==> src/rmsd_pkg.sv <==
// Shared types and constants for the paired coordinate RMSD core.
// Used by the controller, the datapath and the top level; no dependencies.
`default_nettype none

package rmsd_pkg;

  // Field and datapath widths.
  localparam int COORD_W  = 25;   // signed coordinate, thousandths of an angstrom
  localparam int DIFF_W   = 26;   // magnitude of a coordinate difference
  localparam int SQ_W     = 52;   // one squared difference
  localparam int SUM3_W   = 54;   // dx^2 + dy^2 + dz^2
  localparam int ACC_W    = 64;   // running sum, also the divide/root shift register
  localparam int CNT_W    = 17;   // pair count
  localparam int ROOT_W   = 32;   // square root of a 64-bit value
  localparam int SREM_W   = 34;   // square root partial remainder
  localparam int DEV_W    = 25;   // reported deviation
  localparam int STEP_W   = 6;    // iteration counter

  // Stream widths.
  localparam int S_DATA_W = 152;  // six coordinates, padded to whole bytes
  localparam int M_DATA_W = 48;   // deviation and pair count, padded
  localparam int M_USER_W = 2;

  // Last iteration indexes of the divider and the root unit.
  localparam logic [STEP_W-1:0] DIV_LAST  = STEP_W'(ACC_W - 1);
  localparam logic [STEP_W-1:0] SQRT_LAST = STEP_W'(ROOT_W - 1);

  // Commands from the controller to the datapath.
  typedef struct packed {
    logic take;       // input stream may transfer
    logic init;       // clear divider and root remainders
    logic div_step;   // one restoring division step
    logic sqrt_step;  // one square root digit step
    logic load_out;   // load the result register
    logic clear;      // clear sum, count and saturation mark
  } ctrl_cmd_t;

  // Status from the datapath to the controller.
  typedef struct packed {
    logic last_acc;   // the item marked last transfers this cycle
    logic pipe_busy;  // pairs still in the accumulate pipeline
    logic count_zero; // no pairs in the current set
    logic out_free;   // result register can be loaded
  } dp_status_t;

endpackage

`default_nettype wire

==> src/rmsd_ctrl.sv <==
// Sequencing state machine of the RMSD core: accumulate, drain, divide, root, emit.
// Depends on rmsd_pkg for the command and status structs.
`default_nettype none

module rmsd_ctrl (
  input  wire logic               clk,
  input  wire logic               rst,
  input  wire rmsd_pkg::dp_status_t status,
  output rmsd_pkg::ctrl_cmd_t     cmd
);
  import rmsd_pkg::*;

  localparam logic [2:0] ST_ACC   = 3'd0;
  localparam logic [2:0] ST_DRAIN = 3'd1;
  localparam logic [2:0] ST_DIV   = 3'd2;
  localparam logic [2:0] ST_SQRT  = 3'd3;
  localparam logic [2:0] ST_LOAD  = 3'd4;

  logic [2:0]        state, state_next;
  logic [STEP_W-1:0] step, step_next;

  // Next state and commands.
  always_comb begin
    state_next = state;
    step_next  = step;
    cmd        = '0;
    case (state)
      ST_ACC: begin
        cmd.take = 1'b1;
        if (status.last_acc) state_next = ST_DRAIN;
      end
      ST_DRAIN: begin
        // Wait until the final pair has reached the running sum.
        if (!status.pipe_busy) begin
          cmd.init = 1'b1;
          if (status.count_zero) begin
            state_next = ST_LOAD;
          end else begin
            state_next = ST_DIV;
            step_next  = DIV_LAST;
          end
        end
      end
      ST_DIV: begin
        cmd.div_step = 1'b1;
        if (step == '0) begin
          state_next = ST_SQRT;
          step_next  = SQRT_LAST;
        end else begin
          step_next = step - 1'b1;
        end
      end
      ST_SQRT: begin
        cmd.sqrt_step = 1'b1;
        if (step == '0) state_next = ST_LOAD;
        else step_next = step - 1'b1;
      end
      ST_LOAD: begin
        if (status.out_free) begin
          cmd.load_out = 1'b1;
          cmd.clear    = 1'b1;
          state_next   = ST_ACC;
        end
      end
      default: state_next = ST_ACC;
    endcase
  end

  // State registers.
  always_ff @(posedge clk) begin
    if (rst) begin
      state <= ST_ACC;
      step  <= '0;
    end else begin
      state <= state_next;
      step  <= step_next;
    end
  end

endmodule

`default_nettype wire

==> config.mk <==
export PLATFORM = sky130hd
export DESIGN_NAME = rmsd_ctrl
export DESIGN_NICKNAME = d
export VERILOG_FILES = /design/src/rmsd_pkg.sv /design/src/rmsd_ctrl.sv
export SDC_FILE = /design/constraint.sdc
export NUM_CORES = 1
export LEC_CHECK = 0
export ABC_CLOCK_PERIOD_IN_PS = 2800
export BUFFER_PORTS_ARGS = -buffer_cell sky130_fd_sc_hd__buf_2
export CORE_AREA = 4 4 41 43
export DETAILED_ROUTE_END_ITERATION = 8
export DIE_AREA = 0 0 45 47
export PLACE_DENSITY = 0.75
export SLEW_MARGIN = 30
export SYNTH_ARGS = -nofsm -noshare
export SYNTH_HDL_FRONTEND = slang
export SYNTH_SLANG_ARGS = --single-unit
==> constraint.sdc <==
create_clock -name clk -period 2.8 [get_ports clk]
set_input_delay 0.14 -clock clk [delete_from_list [all_inputs] [get_ports clk]]
set_output_delay 0.14 -clock clk [all_outputs]
set_load 0.005 [all_outputs]
==> flow_summary.toml, run 1 <==
[outcome]
status = "completed"

[synth]
syn_avg_cell_area_sq_um = 7.654
netlist_area_sq_um = 650.6
synth_cell_types = 36
ys_warn_count = 0
syn_nets = 92
netlist_top_cells_area = "dfxtp_1, a2111oi_2, nor2_1, nor3_1, nand2_1"
synth_top_area_cell = "dfxtp_1"
synthCells = 85
synth-seq-area-share_pct = 27.69
synth_seq_cells = 9
yosys.area.top_type_share_pct = 27.69

[power]
total_power_uw = 554.2
p_leak_uw = 0.0002701
powerDensity_nw_per_um2 = 769.0
vdd_drop_max_mv = 0.3581

[route]
drtAntennaViolNets = 0
drc = 0
drtIter0Drc = 36
wirelength_microns = 1443
drtPass1Iterations = 4
routedWlPerCell_microns = 13.12
vias = 682
viasPerCell = 6.200

[setup_path]
crit_type = "reg2out"
slowest_stage = "dfxtp_1"
required_ns = 2.66
critPathArrivalTime_ns = 1.75
slowest_delay_ns = 0.56
end_kind = "output port"
cp_max_fo = 13
worstSetupStartpointType = "flip-flop"
path_cells = "inv_1 > nor4_1 > buf_2"

[grt]
antenna_found_initial = 0
grt_use_total_pct = 17.59
grt_max_degree = 16
grt-ovfl-total = 0
grt_pass1_vias = 569
grt_first_pass_wirelength_microns = 2649

[floorplanning]
core_region_area_sq_um = 1301
dieWidth_microns = 45
fp.dieArea_sq_um = 2115
std_cell_rows = 13
start_util_pct = 50.00
die_h_microns = 47
pin_count = 12

[clocking]
htreeDepth = 1
cts_setup_buffers = 0
path_clk_slew_ns = 0.06
cts_tree = "yes"
cts_root_buffer = "clkbuf_4"
cts-resized-gates = 0
cts_buffer_depth = 2
cts_buffers = 3
holdBufCountCts = 0
clk_latency_ns = 0.26
cts_sinks = 9

[final_layout]
final_common_cell = "buf_2"
area_growth_pct = 10.77
multiInputGateArea_sq_um = 425.4
n_fill_cell = 131
antenna_cells = 0
final_cells = 110
layout.nets = 103
drive_gt1_share_pct = 18.95
design_area_sq_um = 720.7
regArea_sq_um = 180.2
final_cell_mix = "buf_2, dfxtp_1, nor2_1"

[sta]
max_freq_mhz = 529.6
tightest_slew_ns = 0.5379
final.setup_skew_ns = 0.004021
rsz0062_at_grt = "false"
tns_ns = 0
timing.final.ws_setup_ns = 0.9120
min_period_over_period_pct = 67.43
max_slew_margin_pct = 63.81
period_needed_ns = 1.888
drv_slew = 0
hold_viol_final = 0
setup_viol = 0

[hold_path]
hold_path_class = "in2reg"

[run]
drv_cap = 0

[placement]
dp_slack_ns = 1.071
place_inst = 106
hpwl_microns = 1032
io_buffers = 11
place_congestion = 0.8278
dpl_cell_area_sq_um = 694.4
-- where the power goes --
part	total, uW	switching (uW)	internal (uW)
Combinational	251	140	111
Clock	99.8	44.9	54.9
Sequential	203	44.9	158
Total	554	230	325
-- routing by layer --
metal | GRT usage, % | wire, microns | share of wire (%)
met5 | 0 | 0 | 0
met4 | 10.53 | 27 | 1.9
met3 | 6.130 | 125 | 8.7
met2 | 23.45 | 659 | 46
met1 | 24.08 | 631 | 44
-- worst max-delay path: cells and delay by family, from the launching register on --
kind | cells | cell delay (ns)
buffers and inverters | 2 | 0.42
DFF | 1 | 0.56
and+or+nand+nor | 1 | 0.51
-- flip-flops by register name, indices dropped and copies added, names as in the netlist --
name,count
state,3
step,6
-- worst paths after layout --
| check | startpoint | to | slack (ns) | cells after the start |
|---|---|---|---|---|
| setup / recovery | state[0]$_SDFFE_PP0P_ | cmd[4] | 0.91 | 3 |
| hold / removal | rst | step[4]$_SDFFE_PP0P_ | 0.22 | 2 |
| setup reg to reg | state[0]$_SDFFE_PP0P_ | step[3]$_SDFFE_PP0P_ | 1.03 | 4 |
| hold reg to reg | step[1]$_SDFFE_PP0P_ | step[1]$_SDFFE_PP0P_ | 0.51 | 2 |
-- metrics by stage --
step,hold slack (ns),util (%)
floorplan,0.2747,-
global placement,0.4968,53.37
detailed placement,0.4939,53.37
CTS,0.2161,55.38
global route,0.2369,55.38
finish,0.2246,55.38
-- kinds of logic (layout without fill, tap and decap cells) --
group,after synthesis,count (layout),share of synthesized area (%)
AOI/OAI and AO/OA,25,25,29.23
xor gates and xnor gates,1,1,1.346
adders and majority gates,1,1,1.923
buffers and inverters,9,19,6.923
DFF,9,9,27.69
and+or+nand+nor,40,40,32.89
-- cell type report --
class / instances / share of cell area, %
clock buffer: 4 / 3.646
inverter: 4 / 2.083
multi-input combinational: 67 / 59.03
sequential: 9 / 25.00
tap: 15 / 2.604
timing repair buffer: 11 / 7.639
-- Yosys cell counts --
master / count
a2111oi_1: 1
a2111oi_2: 2
a211oi_1: 2
a21o_1: 1
a21oi_1: 2
a221oi_1: 1
a31oi_1: 2
and2_1: 1
buf_4: 1
buf_6: 1
clkbuf_1: 3
dfxtp_1: 9
ha_1: 1
inv_1: 4
nand2_1: 6
nand2b_1: 3
nand3_1: 2
nand4_1: 1
nand4b_1: 1
nor2_1: 8
nor2_2: 1
nor2b_1: 3
nor3_1: 5
nor3b_1: 2
nor4_1: 2
nor4b_1: 1
o2111ai_1: 2
o21a_1: 3
o21ai_0: 4
o21ai_1: 2
o311ai_1: 1
o31a_1: 1
o32ai_1: 1
or2_2: 1
or3_1: 3
xnor2_1: 1
Note: power is estimated with default switching activity, not from simulation.
==> run 2, diff against run 1 <==
- ABC_CLOCK_PERIOD_IN_PS: 2800 -> 1540
- CORE_AREA: 4 4 41 43 -> 4 4 43 45
- DIE_AREA: 0 0 45 47 -> 0 0 47 49
- PLACE_DENSITY: 0.75 -> 0.72
- clock period: 2.8 -> 1.54 ns (I/O delays scaled with it)
==> run 2 against run 1 <==
  * Die area grew 8.9%
  * Hold slack lost 0.043 ns
  * Count of clock-buffer cells in the layout is the same
  * Critical path depth grew 1
  * Global-route usage shrank 1.4 points
  * Flip-flop and latch count is the same
  * Sequential power grew 66%
  * Setup slack lost 0.87 ns
  * Clock power grew 89%
  * Final cell count grew 11%
  * Power grew 110%
==> flow_summary.toml, run 2 (synthesis results as in run 1) <==
[floorplanning]
dieWidth_microns = 47
pin_count = 12
core_region_area_sq_um = 1471
start_util_pct = 44.22
fp.dieArea_sq_um = 2303
die_h_microns = 49
std_cell_rows = 14

[power]
p_leak_uw = 0.0003331
powerDensity_nw_per_um2 = 1380
vdd_drop_max_mv = 0.7099

[route]
wirelength_microns = 1596
viasPerCell = 5.738
routedWlPerCell_microns = 13.08
drc = 0
drtAntennaViolNets = 0
drtPass1Iterations = 4
drtIter0Drc = 19
vias = 700

[hold_path]
whs_path_depth = 2
hold_path_class = "in2reg"

[setup_path]
worst-path-stages = 4
path_cells = "or3_4 > o31a_1 > or3_1 > nand4_1"
reg2reg_depth = 4
worstSetupStartpointType = "flip-flop"
end_kind = "flip-flop"
cp_top_family = "simple AND/OR/NAND/NOR gates"
cp_max_fo = 7
critPathArrivalTime_ns = 1.70
slowest_delay_ns = 0.43
required_ns = 1.75
crit_type = "reg2reg"
slowest_stage = "or3_4"
path_buf_inv = 0

[sta]
final.setup_skew_ns = 0.003378
hold_viol_final = 0
max_freq_mhz = 668.7
max_slew_margin_pct = 79.56
setup_viol = 0
drv_slew = 0
tightest_slew_ns = 0.3038
min_period_over_period_pct = 97.10
period_needed_ns = 1.495
rsz0062_at_grt = "true"

[final_layout]
antenna_cells = 0
final_core_util_pct = 56.89
design_area_sq_um = 837.1
n_fill_cell = 146
drive_gt1_share_pct = 33.96
layout.nets = 114
largest_reg_flops = 6
final_cells = 122
final_cell_mix = "buf_2, buf_4, nor2_1, dfxtp_1, nand2_1"
area_growth_pct = 28.65
top_regs = "step (6), state (3)"
top_register = "step"

[grt]
grt_pass1_vias = 670
grt_use_total_pct = 16.15
grt_max_degree = 15
grt-ovfl-total = 0
antenna_found_initial = 0
grt_first_pass_wirelength_microns = 2870

[placement]
dpl_cell_area_sq_um = 778.2
hpwl_microns = 1203
place_inst = 118
place_congestion = 0.8480
io_buffers = 11

[clocking]
cts_buffer_depth = 2
cts_sinks = 9
cts_tree = "yes"
holdBufCountCts = 0
cts_buffers = 3
cts_root_buffer = "clkbuf_4"
path_clk_slew_ns = 0.07
clk_latency_ns = 0.26
cts_setup_buffers = 0
htreeDepth = 1

[run]
drv_cap = 0

[outcome]
status = "completed"
[run 2: per-stage QoR]
stage	power (uW)	TNS [ns]	worst slack [ns]	hold WS (ns)
6_report	1155	0	0.04464	0.1819
5_1_grt	1252	-0.02064	-0.02064	0.1952
4_1_cts	1133	0	0.006599	0.1711
3_5_place_dp	918.3	-0.001093	-0.001093	0.4350
3_3_place_gp	898.5	0	0.01057	0.4285
2_1_floorplan	769.4	0	0.02914	0.1992
[run 2: metal layers]
layer | vias up | GRT usage (%) | part of all wire, %
li1 | 360 | - | -
met1 | 326 | 23.62 | 46
met2 | 12 | 24.21 | 49
met3 | 2 | 2.214 | 3.4
met4 | 0 | 4.147 | 0.88
met5 | - | 0 | 0
[run 2: cell type report]
| type | instances | area (sq um) | area share [%] |
|---|---|---|---|
| Multi-Input combinational cell | 67 | 456.7 | 54.56 |
| Timing Repair Buffer | 22 | 137.6 | 16.44 |
| Sequential cell | 9 | 181.4 | 21.67 |
| Inverter | 4 | 15.01 | 1.794 |
| Clock buffer | 4 | 26.28 | 3.139 |
| Tap cell | 16 | 20.02 | 2.392 |
[run 2: worst paths after layout]
path                                end  slack, ns                 start
setup / recovery   step[3]$_SDFFE_PP0P_       0.04  step[3]$_SDFFE_PP0P_
setup reg to reg   step[3]$_SDFFE_PP0P_       0.04  step[3]$_SDFFE_PP0P_
hold reg to reg    step[1]$_SDFFE_PP0P_       0.52  step[1]$_SDFFE_PP0P_
hold / removal    state[2]$_SDFFE_PP0P_       0.18                   rst
[run 2: power by group]
group / internal (uW) / leakage (uW) / switching (uW)
clock network: 100 / 0.0000150 / 89.1
registers: 289 / 0.0000741 / 48.8
logic: 306 / 0.000244 / 323
[run 2: repair_timing]
action                                  CTS  global route
pin swaps                                 0             2
endpoints found under the setup margin    2             7
gates resized for setup                   2             7
[run 2: worst reg2reg max path, delay by kind of cell (launching register included)]
kind / cells / cell delay (ns)
AOI/OAI and AO/OA: 1 / 0.30
and+or+nand+nor: 3 / 0.83
DFF: 1 / 0.31
